File: src/design/timer_queue_expiry_engine_macros.svh
// Assertion helpers for the timer queue expiry engine
`ifndef TIMER_QUEUE_EXPIRY_ENGINE_MACROS_SVH
`define TIMER_QUEUE_EXPIRY_ENGINE_MACROS_SVH
`ifndef SYNTH
`define TQE_ASSERT_IMPL(label, clk, rst_n, ante, cons, msg) \
	label: assert property (@(posedge clk) disable iff (!rst_n) (ante) |-> (cons)) \
		else $error(msg);
`define TQE_ASSERT_NEXT(label, clk, rst_n, ante, cons, msg) \
	label: assert property (@(posedge clk) disable iff (!rst_n) (ante) |=> (cons)) \
		else $error(msg);
`else
`define TQE_ASSERT_IMPL(label, clk, rst_n, ante, cons, msg)
`define TQE_ASSERT_NEXT(label, clk, rst_n, ante, cons, msg)
`endif
`endif

File: src/design/tqe_pkg.sv
package tqe_pkg;

	localparam int TIMER_SLOTS = 16;
	localparam int TIME_BITS   = 48;
	localparam int SLOT_BITS   = $clog2(TIMER_SLOTS);

	localparam logic [1:0] MODE_ADD    = 2'd0;
	localparam logic [1:0] MODE_CANCEL = 2'd1;
	localparam logic [1:0] MODE_TICK   = 2'd2;
	localparam logic [1:0] MODE_UNUSED = 2'd3;

	localparam logic [2:0] ST_ADDED     = 3'd0;
	localparam logic [2:0] ST_FULL      = 3'd1;
	localparam logic [2:0] ST_CANCELLED = 3'd2;
	localparam logic [2:0] ST_NOT_FOUND = 3'd3;
	localparam logic [2:0] ST_EXPIRED   = 3'd4;
	localparam logic [2:0] ST_NONE_DUE  = 3'd5;

	typedef struct packed {
		logic [1:0]           mode;
		logic [TIME_BITS-1:0] expire_time;
		logic [31:0]          repeat_interval;
		logic [SLOT_BITS-1:0] cancel_slot;
		logic [7:0]           cancel_generation;
		logic [TIME_BITS-1:0] now_time;
	} tqe_req_t;

	typedef struct packed {
		logic [2:0]           status;
		logic [SLOT_BITS-1:0] timer_slot;
		logic [7:0]           timer_generation;
		logic                 earliest_changed;
		logic [TIME_BITS-1:0] next_expiry;
		logic                 next_valid;
		logic                 last_result;
	} tqe_rsp_t;

	typedef enum logic [3:0] {
		S_IDLE,
		S_ADD_SCAN,
		S_ADD_RD,
		S_ADD_WR,
		S_CAN_RD,
		S_CAN_CHK,
		S_TICK_SCAN,
		S_TICK_UPD,
		S_NEXT_SCAN,
		S_EMIT_RD,
		S_EMIT_SHOW
	} tqe_state_t;

	typedef enum logic [1:0] {
		SCAN_ADD,
		SCAN_PICK,
		SCAN_NEXT
	} tqe_scan_t;

	typedef enum logic [1:0] {
		RD_SCAN,
		RD_CANCEL,
		RD_FREE
	} tqe_rdsel_t;

	typedef struct packed {
		logic       load;
		logic       scan;
		tqe_scan_t  kind;
		tqe_rdsel_t rd_sel;
		logic       add_full;
		logic       add_wr;
		logic       can_chk;
		logic       tick_upd;
		logic       emit_adv;
	} tqe_cmd_t;

	typedef struct packed {
		logic scan_done;
		logic pick_found;
		logic free_found;
		logic emit_last;
	} tqe_stat_t;

endpackage

File: src/design/tqe_ctrl.sv
module tqe_ctrl (
	input  logic             clk,
	input  logic             arst_n,
	input  logic             req_valid,
	input  logic [1:0]       req_mode,
	input  logic             rsp_ready,
	input  tqe_pkg::tqe_stat_t stat,
	output tqe_pkg::tqe_cmd_t  cmd,
	output logic             req_ready,
	output logic             rsp_valid
);
	import tqe_pkg::*;

	tqe_state_t state_q, state_d;

	always_ff @(posedge clk or negedge arst_n) begin
		if (!arst_n) begin
			state_q <= S_IDLE;
		end else begin
			state_q <= state_d;
		end
	end

	always_comb begin
		state_d   = state_q;
		cmd       = '0;
		cmd.kind  = SCAN_NEXT;
		cmd.rd_sel = RD_SCAN;
		req_ready = 1'b0;
		rsp_valid = 1'b0;
		unique case (state_q)
			S_IDLE: begin
				req_ready = 1'b1;
				if (req_valid) begin
					cmd.load = 1'b1;
					priority if (req_mode == MODE_ADD) state_d = S_ADD_SCAN;
					else if (req_mode == MODE_CANCEL) state_d = S_CAN_RD;
					else if (req_mode == MODE_TICK) state_d = S_TICK_SCAN;
					else state_d = S_IDLE;
				end
			end
			S_ADD_SCAN: begin
				cmd.scan = 1'b1;
				cmd.kind = SCAN_ADD;
				if (stat.scan_done) state_d = S_ADD_RD;
			end
			S_ADD_RD: begin
				cmd.rd_sel = RD_FREE;
				if (stat.free_found) begin
					state_d = S_ADD_WR;
				end else begin
					cmd.add_full = 1'b1;
					state_d = S_NEXT_SCAN;
				end
			end
			S_ADD_WR: begin
				cmd.add_wr = 1'b1;
				state_d = S_NEXT_SCAN;
			end
			S_CAN_RD: begin
				cmd.rd_sel = RD_CANCEL;
				state_d = S_CAN_CHK;
			end
			S_CAN_CHK: begin
				cmd.can_chk = 1'b1;
				state_d = S_NEXT_SCAN;
			end
			S_TICK_SCAN: begin
				cmd.scan = 1'b1;
				cmd.kind = SCAN_PICK;
				if (stat.scan_done) state_d = S_TICK_UPD;
			end
			S_TICK_UPD: begin
				cmd.tick_upd = 1'b1;
				state_d = stat.pick_found ? S_TICK_SCAN : S_NEXT_SCAN;
			end
			S_NEXT_SCAN: begin
				cmd.scan = 1'b1;
				cmd.kind = SCAN_NEXT;
				if (stat.scan_done) state_d = S_EMIT_RD;
			end
			S_EMIT_RD: begin
				state_d = S_EMIT_SHOW;
			end
			S_EMIT_SHOW: begin
				rsp_valid = 1'b1;
				if (rsp_ready) begin
					if (stat.emit_last) begin
						state_d = S_IDLE;
					end else begin
						cmd.emit_adv = 1'b1;
						state_d = S_EMIT_RD;
					end
				end
			end
			default: state_d = S_IDLE;
		endcase
	end

endmodule

File: src/design/tqe_datapath.sv
module tqe_datapath (
	input  logic              clk,
	input  logic              arst_n,
	input  tqe_pkg::tqe_req_t req,
	input  tqe_pkg::tqe_cmd_t cmd,
	output tqe_pkg::tqe_stat_t stat,
	output tqe_pkg::tqe_rsp_t rsp
);
	import tqe_pkg::*;

	localparam int IW = $clog2(TIMER_SLOTS);
	localparam int CW = $clog2(TIMER_SLOTS + 1);

	typedef struct packed {
		logic [2:0]    status;
		logic [IW-1:0] slot;
		logic [7:0]    gen;
		logic          chg;
	} ent_t;

	tqe_req_t req_q;
	logic [TIME_BITS-1:0] now_q, when_q;

	logic [TIME_BITS-1:0] exp_mem [TIMER_SLOTS];
	logic [31:0]          per_mem [TIMER_SLOTS];
	logic [7:0]           gen_mem [TIMER_SLOTS];
	ent_t                 buf_mem [TIMER_SLOTS];

	logic [TIME_BITS-1:0] exp_rd;
	logic [31:0]          per_rd;
	logic [7:0]           gen_rd;
	ent_t                 buf_rd;

	logic [TIMER_SLOTS-1:0] valid_q, written_q, due_q;
	logic [IW-1:0] rd_addr, rd_addr_s1;
	logic [CW-1:0] ix_q, cnt_q;
	logic [IW-1:0] k_q;
	logic          first_q;

	logic                 acc_any_q;
	logic [TIME_BITS-1:0] acc_min_q;
	logic [IW-1:0]        acc_slot_q;
	logic [7:0]           acc_gen_q;
	logic [31:0]          acc_per_q;
	logic                 free_found_q;
	logic [IW-1:0]        free_slot_q;

	logic                 proc, first, v, due_now, cand, any_c, take, nf, can_hit;
	logic [7:0]           g;
	logic [TIME_BITS:0]   sum;
	logic [TIME_BITS-1:0] rearm;
	logic [8:0]           cs9;

	logic          mem_we_exp, mem_we_all;
	logic [IW-1:0] mem_wa;
	logic [TIME_BITS-1:0] mem_wd_exp;
	logic [7:0]    gen_new;
	logic          buf_we;
	logic [IW-1:0] buf_wa;
	ent_t          buf_wd;

	always_comb begin
		unique case (cmd.rd_sel)
			RD_CANCEL: rd_addr = IW'(req_q.cancel_slot);
			RD_FREE:   rd_addr = free_slot_q;
			default:   rd_addr = ix_q[IW-1:0];
		endcase
	end

	assign proc    = cmd.scan && (ix_q != '0);
	assign first   = ix_q == CW'(1);
	assign v       = valid_q[rd_addr_s1];
	assign g       = written_q[rd_addr_s1] ? gen_rd : 8'd0;
	assign due_now = v && (exp_rd <= now_q);
	assign cand    = (cmd.kind == SCAN_PICK) ? (first_q ? due_now : due_q[rd_addr_s1]) : v;
	assign any_c   = first ? 1'b0 : acc_any_q;
	assign take    = cand && (!any_c || (exp_rd < acc_min_q));
	assign nf      = first ? 1'b0 : free_found_q;

	assign cs9     = 9'(req_q.cancel_slot);
	assign can_hit = (cs9 < 9'(TIMER_SLOTS)) && v && (g == req_q.cancel_generation);

	assign sum     = {1'b0, now_q} + (TIME_BITS + 1)'(acc_per_q);
	assign rearm   = sum[TIME_BITS] ? '1 : sum[TIME_BITS-1:0];
	assign gen_new = g + 8'd1;

	always_comb begin
		mem_we_exp = 1'b0;
		mem_we_all = 1'b0;
		mem_wa     = free_slot_q;
		mem_wd_exp = when_q;
		buf_we     = 1'b0;
		buf_wa     = '0;
		buf_wd     = '0;
		if (cmd.add_wr) begin
			mem_we_all    = 1'b1;
			buf_we        = 1'b1;
			buf_wd.status = ST_ADDED;
			buf_wd.slot   = free_slot_q;
			buf_wd.gen    = gen_new;
			buf_wd.chg    = !acc_any_q || (when_q < acc_min_q);
		end
		if (cmd.add_full) begin
			buf_we        = 1'b1;
			buf_wd.status = ST_FULL;
		end
		if (cmd.can_chk) begin
			buf_we        = 1'b1;
			buf_wd.status = can_hit ? ST_CANCELLED : ST_NOT_FOUND;
		end
		if (cmd.tick_upd) begin
			mem_wa     = acc_slot_q;
			mem_wd_exp = rearm;
			if (acc_any_q) begin
				mem_we_exp    = acc_per_q != 32'd0;
				buf_we        = 1'b1;
				buf_wa        = cnt_q[IW-1:0];
				buf_wd.status = ST_EXPIRED;
				buf_wd.slot   = acc_slot_q;
				buf_wd.gen    = acc_gen_q;
			end else if (cnt_q == '0) begin
				buf_we        = 1'b1;
				buf_wd.status = ST_NONE_DUE;
			end
		end
	end

	always_ff @(posedge clk) begin
		if (mem_we_all || mem_we_exp) exp_mem[mem_wa] <= mem_wd_exp;
		if (mem_we_all) begin
			per_mem[mem_wa] <= req_q.repeat_interval;
			gen_mem[mem_wa] <= gen_new;
		end
		if (buf_we) buf_mem[buf_wa] <= buf_wd;
		exp_rd     <= exp_mem[rd_addr];
		per_rd     <= per_mem[rd_addr];
		gen_rd     <= gen_mem[rd_addr];
		buf_rd     <= buf_mem[k_q];
		rd_addr_s1 <= rd_addr;
		if (cmd.load) begin
			req_q  <= req;
			now_q  <= TIME_BITS'(req.now_time);
			when_q <= TIME_BITS'(req.expire_time);
		end
		if (proc) begin
			if (take) begin
				acc_min_q  <= exp_rd;
				acc_slot_q <= rd_addr_s1;
				acc_gen_q  <= g;
				acc_per_q  <= per_rd;
			end
			if (!v && !nf) free_slot_q <= rd_addr_s1;
		end
	end

	always_ff @(posedge clk or negedge arst_n) begin
		if (!arst_n) begin
			valid_q      <= '0;
			written_q    <= '0;
			due_q        <= '0;
			ix_q         <= '0;
			cnt_q        <= '0;
			k_q          <= '0;
			first_q      <= 1'b0;
			acc_any_q    <= 1'b0;
			free_found_q <= 1'b0;
		end else begin
			if (cmd.load) begin
				cnt_q   <= '0;
				k_q     <= '0;
				first_q <= 1'b1;
			end
			if (cmd.scan) begin
				ix_q <= (ix_q == CW'(TIMER_SLOTS)) ? '0 : ix_q + CW'(1);
				if (stat.scan_done && cmd.kind == SCAN_PICK) first_q <= 1'b0;
			end
			if (proc) begin
				acc_any_q    <= any_c | cand;
				free_found_q <= nf | !v;
				if (cmd.kind == SCAN_PICK && first_q) due_q[rd_addr_s1] <= due_now;
			end
			if (cmd.add_wr) begin
				valid_q[free_slot_q]   <= 1'b1;
				written_q[free_slot_q] <= 1'b1;
			end
			if (cmd.add_full || cmd.add_wr) cnt_q <= CW'(1);
			if (cmd.can_chk) begin
				cnt_q <= CW'(1);
				if (can_hit) valid_q[rd_addr_s1] <= 1'b0;
			end
			if (cmd.tick_upd) begin
				if (acc_any_q) begin
					cnt_q             <= cnt_q + CW'(1);
					due_q[acc_slot_q] <= 1'b0;
					if (acc_per_q == 32'd0) valid_q[acc_slot_q] <= 1'b0;
				end else if (cnt_q == '0) begin
					cnt_q <= CW'(1);
				end
			end
			if (cmd.emit_adv) k_q <= k_q + IW'(1);
		end
	end

	assign stat.scan_done  = cmd.scan && (ix_q == CW'(TIMER_SLOTS));
	assign stat.pick_found = acc_any_q;
	assign stat.free_found = free_found_q;
	assign stat.emit_last  = (CW'(k_q) + CW'(1)) == cnt_q;

	assign rsp.status           = buf_rd.status;
	assign rsp.timer_slot       = buf_rd.slot;
	assign rsp.timer_generation = buf_rd.gen;
	assign rsp.earliest_changed = buf_rd.chg;
	assign rsp.next_expiry      = acc_any_q ? acc_min_q : '0;
	assign rsp.next_valid       = acc_any_q;
	assign rsp.last_result      = stat.emit_last;

endmodule

File: src/design/timer_queue_expiry_engine.sv
// Timer table of TIMER_SLOTS entries, one request beat at a time. Every pass
// walks the table one slot per cycle through the single read port of the
// expiry, period and tag memories. An add takes two passes, a cancel one
// pass, a tick (D+2) passes for D due timers, or two passes when none is
// due. Each result beat is read from the result buffer and then held until
// the response side is ready. A new request is taken only once the last
// result beat of the previous one is gone.
module timer_queue_expiry_engine (
	input  logic              clk,
	input  logic              arst_n,
	input  logic              req_valid,
	output logic              req_ready,
	input  tqe_pkg::tqe_req_t req,
	output logic              rsp_valid,
	input  logic              rsp_ready,
	output tqe_pkg::tqe_rsp_t rsp
);
	import tqe_pkg::*;

`include "timer_queue_expiry_engine_macros.svh"

	tqe_cmd_t  cmd;
	tqe_stat_t stat;
	logic      rsp_end, req_drop;

	assign rsp_end  = rsp_valid && rsp_ready && rsp.last_result;
	assign req_drop = req_valid && req_ready && (req.mode == MODE_UNUSED);

	tqe_ctrl u_ctrl (
		.clk       (clk),
		.arst_n    (arst_n),
		.req_valid (req_valid),
		.req_mode  (req.mode),
		.rsp_ready (rsp_ready),
		.stat      (stat),
		.cmd       (cmd),
		.req_ready (req_ready),
		.rsp_valid (rsp_valid)
	);

	tqe_datapath u_dp (
		.clk    (clk),
		.arst_n (arst_n),
		.req    (req),
		.cmd    (cmd),
		.stat   (stat),
		.rsp    (rsp)
	);

	`TQE_ASSERT_IMPL(a_no_overlap, clk, arst_n, rsp_valid, !req_ready, "request taken mid item")
	`TQE_ASSERT_NEXT(a_last_frees, clk, arst_n, rsp_end, req_ready, "busy after last beat")
	`TQE_ASSERT_NEXT(a_mode3_drop, clk, arst_n, req_drop, req_ready, "unused mode not dropped")

endmodule
File: config.mk
export PLATFORM = sky130hd
export DESIGN_NAME = timer_queue_expiry_engine
export DESIGN_NICKNAME = d
export VERILOG_FILES = /design/src/design/tqe_pkg.sv /design/src/design/tqe_ctrl.sv /design/src/design/tqe_datapath.sv /design/src/design/timer_queue_expiry_engine.sv
export VERILOG_INCLUDE_DIRS = /design/src /design/src/design
export SDC_FILE = /design/constraint.sdc
export NUM_CORES = 2
export LEC_CHECK = 0
export ABC_AREA = 0
export BUFFER_PORTS_ARGS = -buffer_cell sky130_fd_sc_hd__buf_2
export CAP_MARGIN = 15
export CORE_MARGIN = 4
export CORE_UTILIZATION = 55
export CTS_BUF_LIST = sky130_fd_sc_hd__clkbuf_2
export CTS_CLUSTER_DIAMETER = 120
export DETAILED_ROUTE_END_ITERATION = 6
export PLACE_DENSITY = 0.72
export SETUP_SLACK_MARGIN = 0.3
export SLEW_MARGIN = 20
export SYNTH_ARGS = -nofsm -noshare
export SYNTH_HDL_FRONTEND = slang
export SYNTH_SLANG_ARGS = --single-unit
File: constraint.sdc
create_clock -name clk -period 6.7 [get_ports clk]
set_input_delay 1.34 -clock clk [delete_from_list [all_inputs] [get_ports clk]]
set_output_delay 1.34 -clock clk [all_outputs]
set_load 0.005 [all_outputs]
# ---- Word level (Yosys, flattened, before mapping)
# Memory sizes are Yosys's and may differ from the RTL's. A register that Yosys moved wholly into a read port is not among the register bits.
# Cells that the tools add are included.
dict set report totals {
  wordCells 200
  reg_bits 309
  memories 4
  output_inout_bits 68
  ramBits 1664
}
dict set report classes {
  magnitude_cmp 10
  n_eq_ne 24
  add_sub_neg 6
  muxes 95
  bitwise_logic 9
  reduce_logical 31
}
# memory depth width read_ports rd_clocked_by_memory_dff write_ports line
set memory_table {}
lappend memory_table {u_dp.exp_mem 16 48 1 1 1 tqe_datapath.sv:24} ;# logic [TIME_BITS-1:0] exp_mem [TIMER_SLOTS];
lappend memory_table {u_dp.per_mem 16 32 1 1 1 tqe_datapath.sv:25} ;# logic [31:0] per_mem [TIMER_SLOTS];
lappend memory_table {u_dp.buf_mem 16 16 1 1 1 tqe_datapath.sv:27} ;# ent_t buf_mem [TIMER_SLOTS];
lappend memory_table {u_dp.gen_mem 16 8 1 1 1 tqe_datapath.sv:26} ;# logic [7:0] gen_mem [TIMER_SLOTS];
# operator n
set ops {}
lappend ops {{2-to-1 mux 16 bit} 10}
lappend ops {{2-to-1 mux 48 bit} 3}
lappend ops {{< comparator 48 bit} 2}
lappend ops {{2-to-1 mux 4 bit} 14}
lappend ops {{adder 48 x 32 -> 49 bit} 1}
lappend ops {{bitwise AND 16 bit} 3}
lappend ops {{<= comparator 48 bit} 1}
lappend ops {{2-to-1 mux 1 bit} 41}
lappend ops {{one-hot mux 4 bit (10 select lines)} 1}
lappend ops {{2-to-1 mux 5 bit} 7}
lappend ops {{logical NOT 32 bit} 1}
lappend ops {{inverter 16 bit} 2}
lappend ops {{bitwise OR 16 bit} 2}
lappend ops {{nonzero test 32 bit} 1}
lappend ops {{< comparator 4 x 5 -> 1 bit (second input constant)} 4}
lappend ops {{bitwise mux 16 bit} 1}
lappend ops {{== test 4 x 3 -> 1 bit (second input constant)} 4}
lappend ops {{2-to-1 mux 15 bit} 1}
lappend ops {{2-to-1 mux 3 bit} 5}
lappend ops {{2-to-1 mux 13 bit} 1}
lappend ops {{binary-select mux 1 bit (select 4 bit)} 3}
lappend ops {{demux 1 bit (select 4 bit)} 3}
lappend ops {{== test 4 bit (second input constant)} 3}
lappend ops {{greater-or-equal comparator 4 x 1 -> 1 bit (second input constant)} 3}
lappend ops {{31 further kinds} 58}

# ---- Logic depth before layout (Yosys ltp)
dict set report depth {
  word_depth 13
  depth_mapped 16
  depth_no_buf 12
}

# ---- By module
# From an unflattened synthesis, not the netlist that was laid out.
dict set report hier_totals {
  cells_unflattened 4600
  area_unflattened_um2 83724.0
}
# mod area_each_um2 instances seq_area_each_um2 cells_per_inst
set modules_own_cells {}
lappend modules_own_cells {tqe_datapath 83212.3 1 60843.4 4534}
lappend modules_own_cells {tqe_ctrl 511.7 1 100.1 66}

# ---- Worst setup path before layout
# No wires, ideal clock.
dict set report synth_path {
  path_kind {input port to flip-flop}
  start {input port req_valid}
  end {register u_dp.cnt_q[2]}
  path_slack_ns 1.715
  setup_ns 0.135
  t_arrival_ns 4.850
  path_stages 7
  n_path_buf 0
  required_ns 6.565
  path_cell_list {nand2_1 > inv_1 > nor2_1 > nand2_1 > o21ai_0 > nand2_1 > o21ai_0}
}
# element line
set synth_lines {}
lappend synth_lines {{from (decl)} timer_queue_expiry_engine.sv:11} ;# input logic req_valid,
lappend synth_lines {{to (signal assigned)} tqe_datapath.sv:193} ;# cnt_q <= cnt_q + CW'(1);
lappend synth_lines {{to (decl)} tqe_datapath.sv:36} ;# logic [CW-1:0] ix_q, cnt_q;

==> run metrics <==
post-synthesis area per instance=17.96 sq um; most frequent cells in the layout=1900 x sky130_fd_sc_hd__edfxtp_1, 763 x sky130_fd_sc_hd__clkbuf_2, 460 x sky130_fd_sc_hd__nand2_1; number of levels the H-tree was split into=5; worst setup margin=0.8733 ns; Yosys cell types=71; global-route wire length before repair=311500 um; Worst R2R Path Depth=14; setup repair after global routing missed its margin=no; top_reg_cell synth=sky130_fd_sc_hd__edfxtp_1; Max Slew Vio Count=0; critical path type=flip-flop to output port; vias per cell=6.071; floorplan row count=142; post-layout min period=5.827 ns; critical path endpoint category=output port; summed instance area of the synthesized netlist=83100 sq um; number of violations reported at the end of detailed-routing iteration 0=5987; Synth Net Count=4961; warning count from the yosys run=0; end point of the critical path=rsp[0]; number of remaining DRC errors=0; part of the Yosys area used for sequential elements=73.34%; max capacitance violation total=0; vias after detailed routing=47900; fmax=171.6 MHz; iteration count of the initial detailed-routing pass=5; capture instance of the worst register-to-register path=u_dp.exp_mem[10][19]$_DFFE_PP_; detailed placement HPWL=119200 um; Tot GR Track Use=27.09%; maximum number of pins on one net before global-route repair=137; pre-CTS WS=1.705 ns; CTS Root Buffer Type=sky130_fd_sc_hd__clkbuf_2; normalized max-slew margin=17.90%; synth-to-layout area growth=13.00%; Initial Util=55.42%; Clock Skew=0.2632 ns; actual transition at the worst max-transition pin=1.232 ns; clock net sink count=2077; CTS max path bufs=4; met2 wire length=99970 um; die outline area=157400 sq um; P per Cell Area=411.0 nW/um^2; launch point of the critical path=u_dp.k_q[0]$_DFFE_PN0P_; Setup violations, final=0; start of the worst register-to-register path=u_dp.now_q[0]$_DFFE_PP_; result of the run=complete, no violations; latest clock arrival within the worst-skew pair=1.91 ns; final worst path period share=86.97%; vias in the first global route=48170; top-level port count=214; number of flip-flops and latches in the synthesized netlist=2077; Avg WL per Cell=26.84 um; total leakage power=0.03372 uW; synthesized netlist cell count=4628; Worst Path Required=5.36 ns; initial antenna violation count=10; Detail Route Antenna Nets=0; aggregate global routing overflow=0; area taken by multi-input logic gates=21230 sq um; width of the die=396.7 um; leading cell type in the layout, fill and taps excluded=sky130_fd_sc_hd__edfxtp_1; sum of negative setup slack=0 ns; number of buffers inserted by port buffering=213; start point of the worst min-delay path=req[45]; VDD IR max=641.8 uV; number of enable flip-flop cells after synthesis=1900; Chip Height=396.7 um; met3 WL=23120 um; critical path arrival=4.49 ns; Fin. Hold Viols=0; Highest Signal Layer=met5; register clock-pin slew on the reported worst setup and hold paths=0.10 ns; # fillers=10790; share of final-layout standard cells stronger than drive strength 1=28.27%; Post-Route M1 WL=82880 um; area occupied by registers=60950 sq um; worst hold slack after final layout=0.2470 ns; Core Region=150000 sq um; r2r setup slk=1.58 ns; Setup crit start kind=flip-flop; CTS tree=yes; routability-driven placement congestion ratio=0.9357; Crit Path Max Fanout=18; Inserted Clock Buffers=496; HP Class=input pin to flip-flop; share of flip-flops with an asynchronous set or reset=3.322%; drt total wl=211800 um; # nets final=5781
-- per-stage QoR --
stage	instances	total power (uW)	cell area [sq um]	utilization, %
after detailed placement	6763	30630	87270	58.20
final	7890	38590	93900	62.62
after floorplan	4628	26280	83100	-
after global routing	7882	40760	93880	62.61
after CTS	7878	38760	93810	62.56
after global placement	6761	30440	87230	58.17
-- state kept, by name, indices dropped and copies added, names as in the netlist, 5 cells and up --
name            count
u_dp.acc_gen_q      8
u_dp.acc_min_q     48
u_dp.gen_mem      128
u_dp.due_q         16
u_dp.cnt_q          5
u_dp.gen_rd         8
u_dp.written_q     16
u_dp.req_q         40
u_dp.exp_mem      768
u_dp.valid_q       16
u_dp.per_rd        32
u_dp.exp_rd        48
u_dp.per_mem      512
u_dp.rsp           16
u_dp.ix_q           5
u_dp.buf_mem      256
u_dp.now_q         48
u_dp.acc_per_q     32
u_dp.when_q        48
-- Yosys cell counts (all sizes together) (13+ instances only) --
cell    instances  share of area (%)
xnor2          32               0.34
nand3          43               0.26
ha            186                2.8
dfxtp         108                2.6
xor2           23               0.24
mux4          447                 12
a21oi         149               0.90
nand2         461                2.1
nand4          37               0.28
inv           130               0.59
a21o           63               0.57
edfxtp       1900                 69
and2           61               0.46
nor2          178               0.84
dfrtp          69                2.1
clkbuf        134               0.61
or2            22               0.17
nor3           40               0.24
buf            74               0.37
o22ai          26               0.20
nor2b          13              0.098
o21ai          69               0.42
nor4           14               0.11
nand2b         19               0.14
a31oi          98               0.74
and3           92               0.69
-- critical path, cell delays in order, from the launching register on --
cell,delay (ns)
sky130_fd_sc_hd__dfrtp_4,0.64
sky130_fd_sc_hd__ha_1,0.32
sky130_fd_sc_hd__and2_1,0.17
sky130_fd_sc_hd__o21ai_0,0.18
sky130_fd_sc_hd__o31ai_1,0.11
sky130_fd_sc_hd__o32a_1,0.18
sky130_fd_sc_hd__nor4_1,0.73
sky130_fd_sc_hd__buf_2,0.30
-- final cells by class --
class	count	share of cell area, %
well taps	2016	2.686
inverters	132	0.5423
clock buffers	763	4.067
flip-flops and latches	2077	64.91
repair buffers	530	4.412
diodes	12	0.03198
clock inverters	149	0.7382
multi-input cells	2211	22.61
-- logic make-up (layout without fill, tap and decap cells) --
| logic type | count (synthesis) | in the layout | share of synthesized area, % |
|---|---|---|---|
| xor+xnor | 55 | 55 | 0.5797 |
| flops | 2077 | 2077 | 73.34 |
| buf+inv | 340 | 1574 | 1.569 |
| fa+ha+maj | 187 | 187 | 2.825 |
| simple gates | 1008 | 1008 | 5.624 |
| other cells | 0 | 12 | 0 |
| mux | 454 | 454 | 12.20 |
| compound gates | 507 | 507 | 3.862 |
-- metal layers --
metal	track usage (%)	up-vias
met3	6.258	408
met4	8.692	8
met1	38.90	24290
met5	0	-
met2	41.86	2822
li1	-	20370
-- worst min-delay path by stage --
stage | endpoint | slack [ns] | cells after the start
6_report | u_dp.now_q[45]$_DFFE_PP_ | 0.25 | 2
5_1_grt | u_dp.now_q[45]$_DFFE_PP_ | 0.09 | 2
4_1_cts | u_dp.when_q[13]$_DFFE_PP_ | 0.005 | 2
3_5_place_dp | u_dp.acc_per_q[1]$_DFFE_PP_ | 0.39 | 0
3_3_place_gp | u_dp.acc_per_q[29]$_DFFE_PP_ | 0.39 | 0
2_1_floorplan | u_dp.acc_per_q[0]$_DFFE_PP_ | 0.39 | 0
-- power breakdown --
group          internal [uW]  total, uW  leakage, uW  switching [uW]
Sequential             15800      16900       0.0193            1060
Clock                   3180       8080      0.00350            4910
Combinational           5950      13600       0.0109            7670
Total                  25000      38600       0.0337           13600
-- repair_timing --
action,4_1_cts,5_1_grt
setup endpoints to repair,0,0
hold buffers,203,0
buffers inserted,0,0
resized for setup,0,0
endpoints found under the hold margin,217,0
No activity file was read; power rests on OpenSTA's default activity.
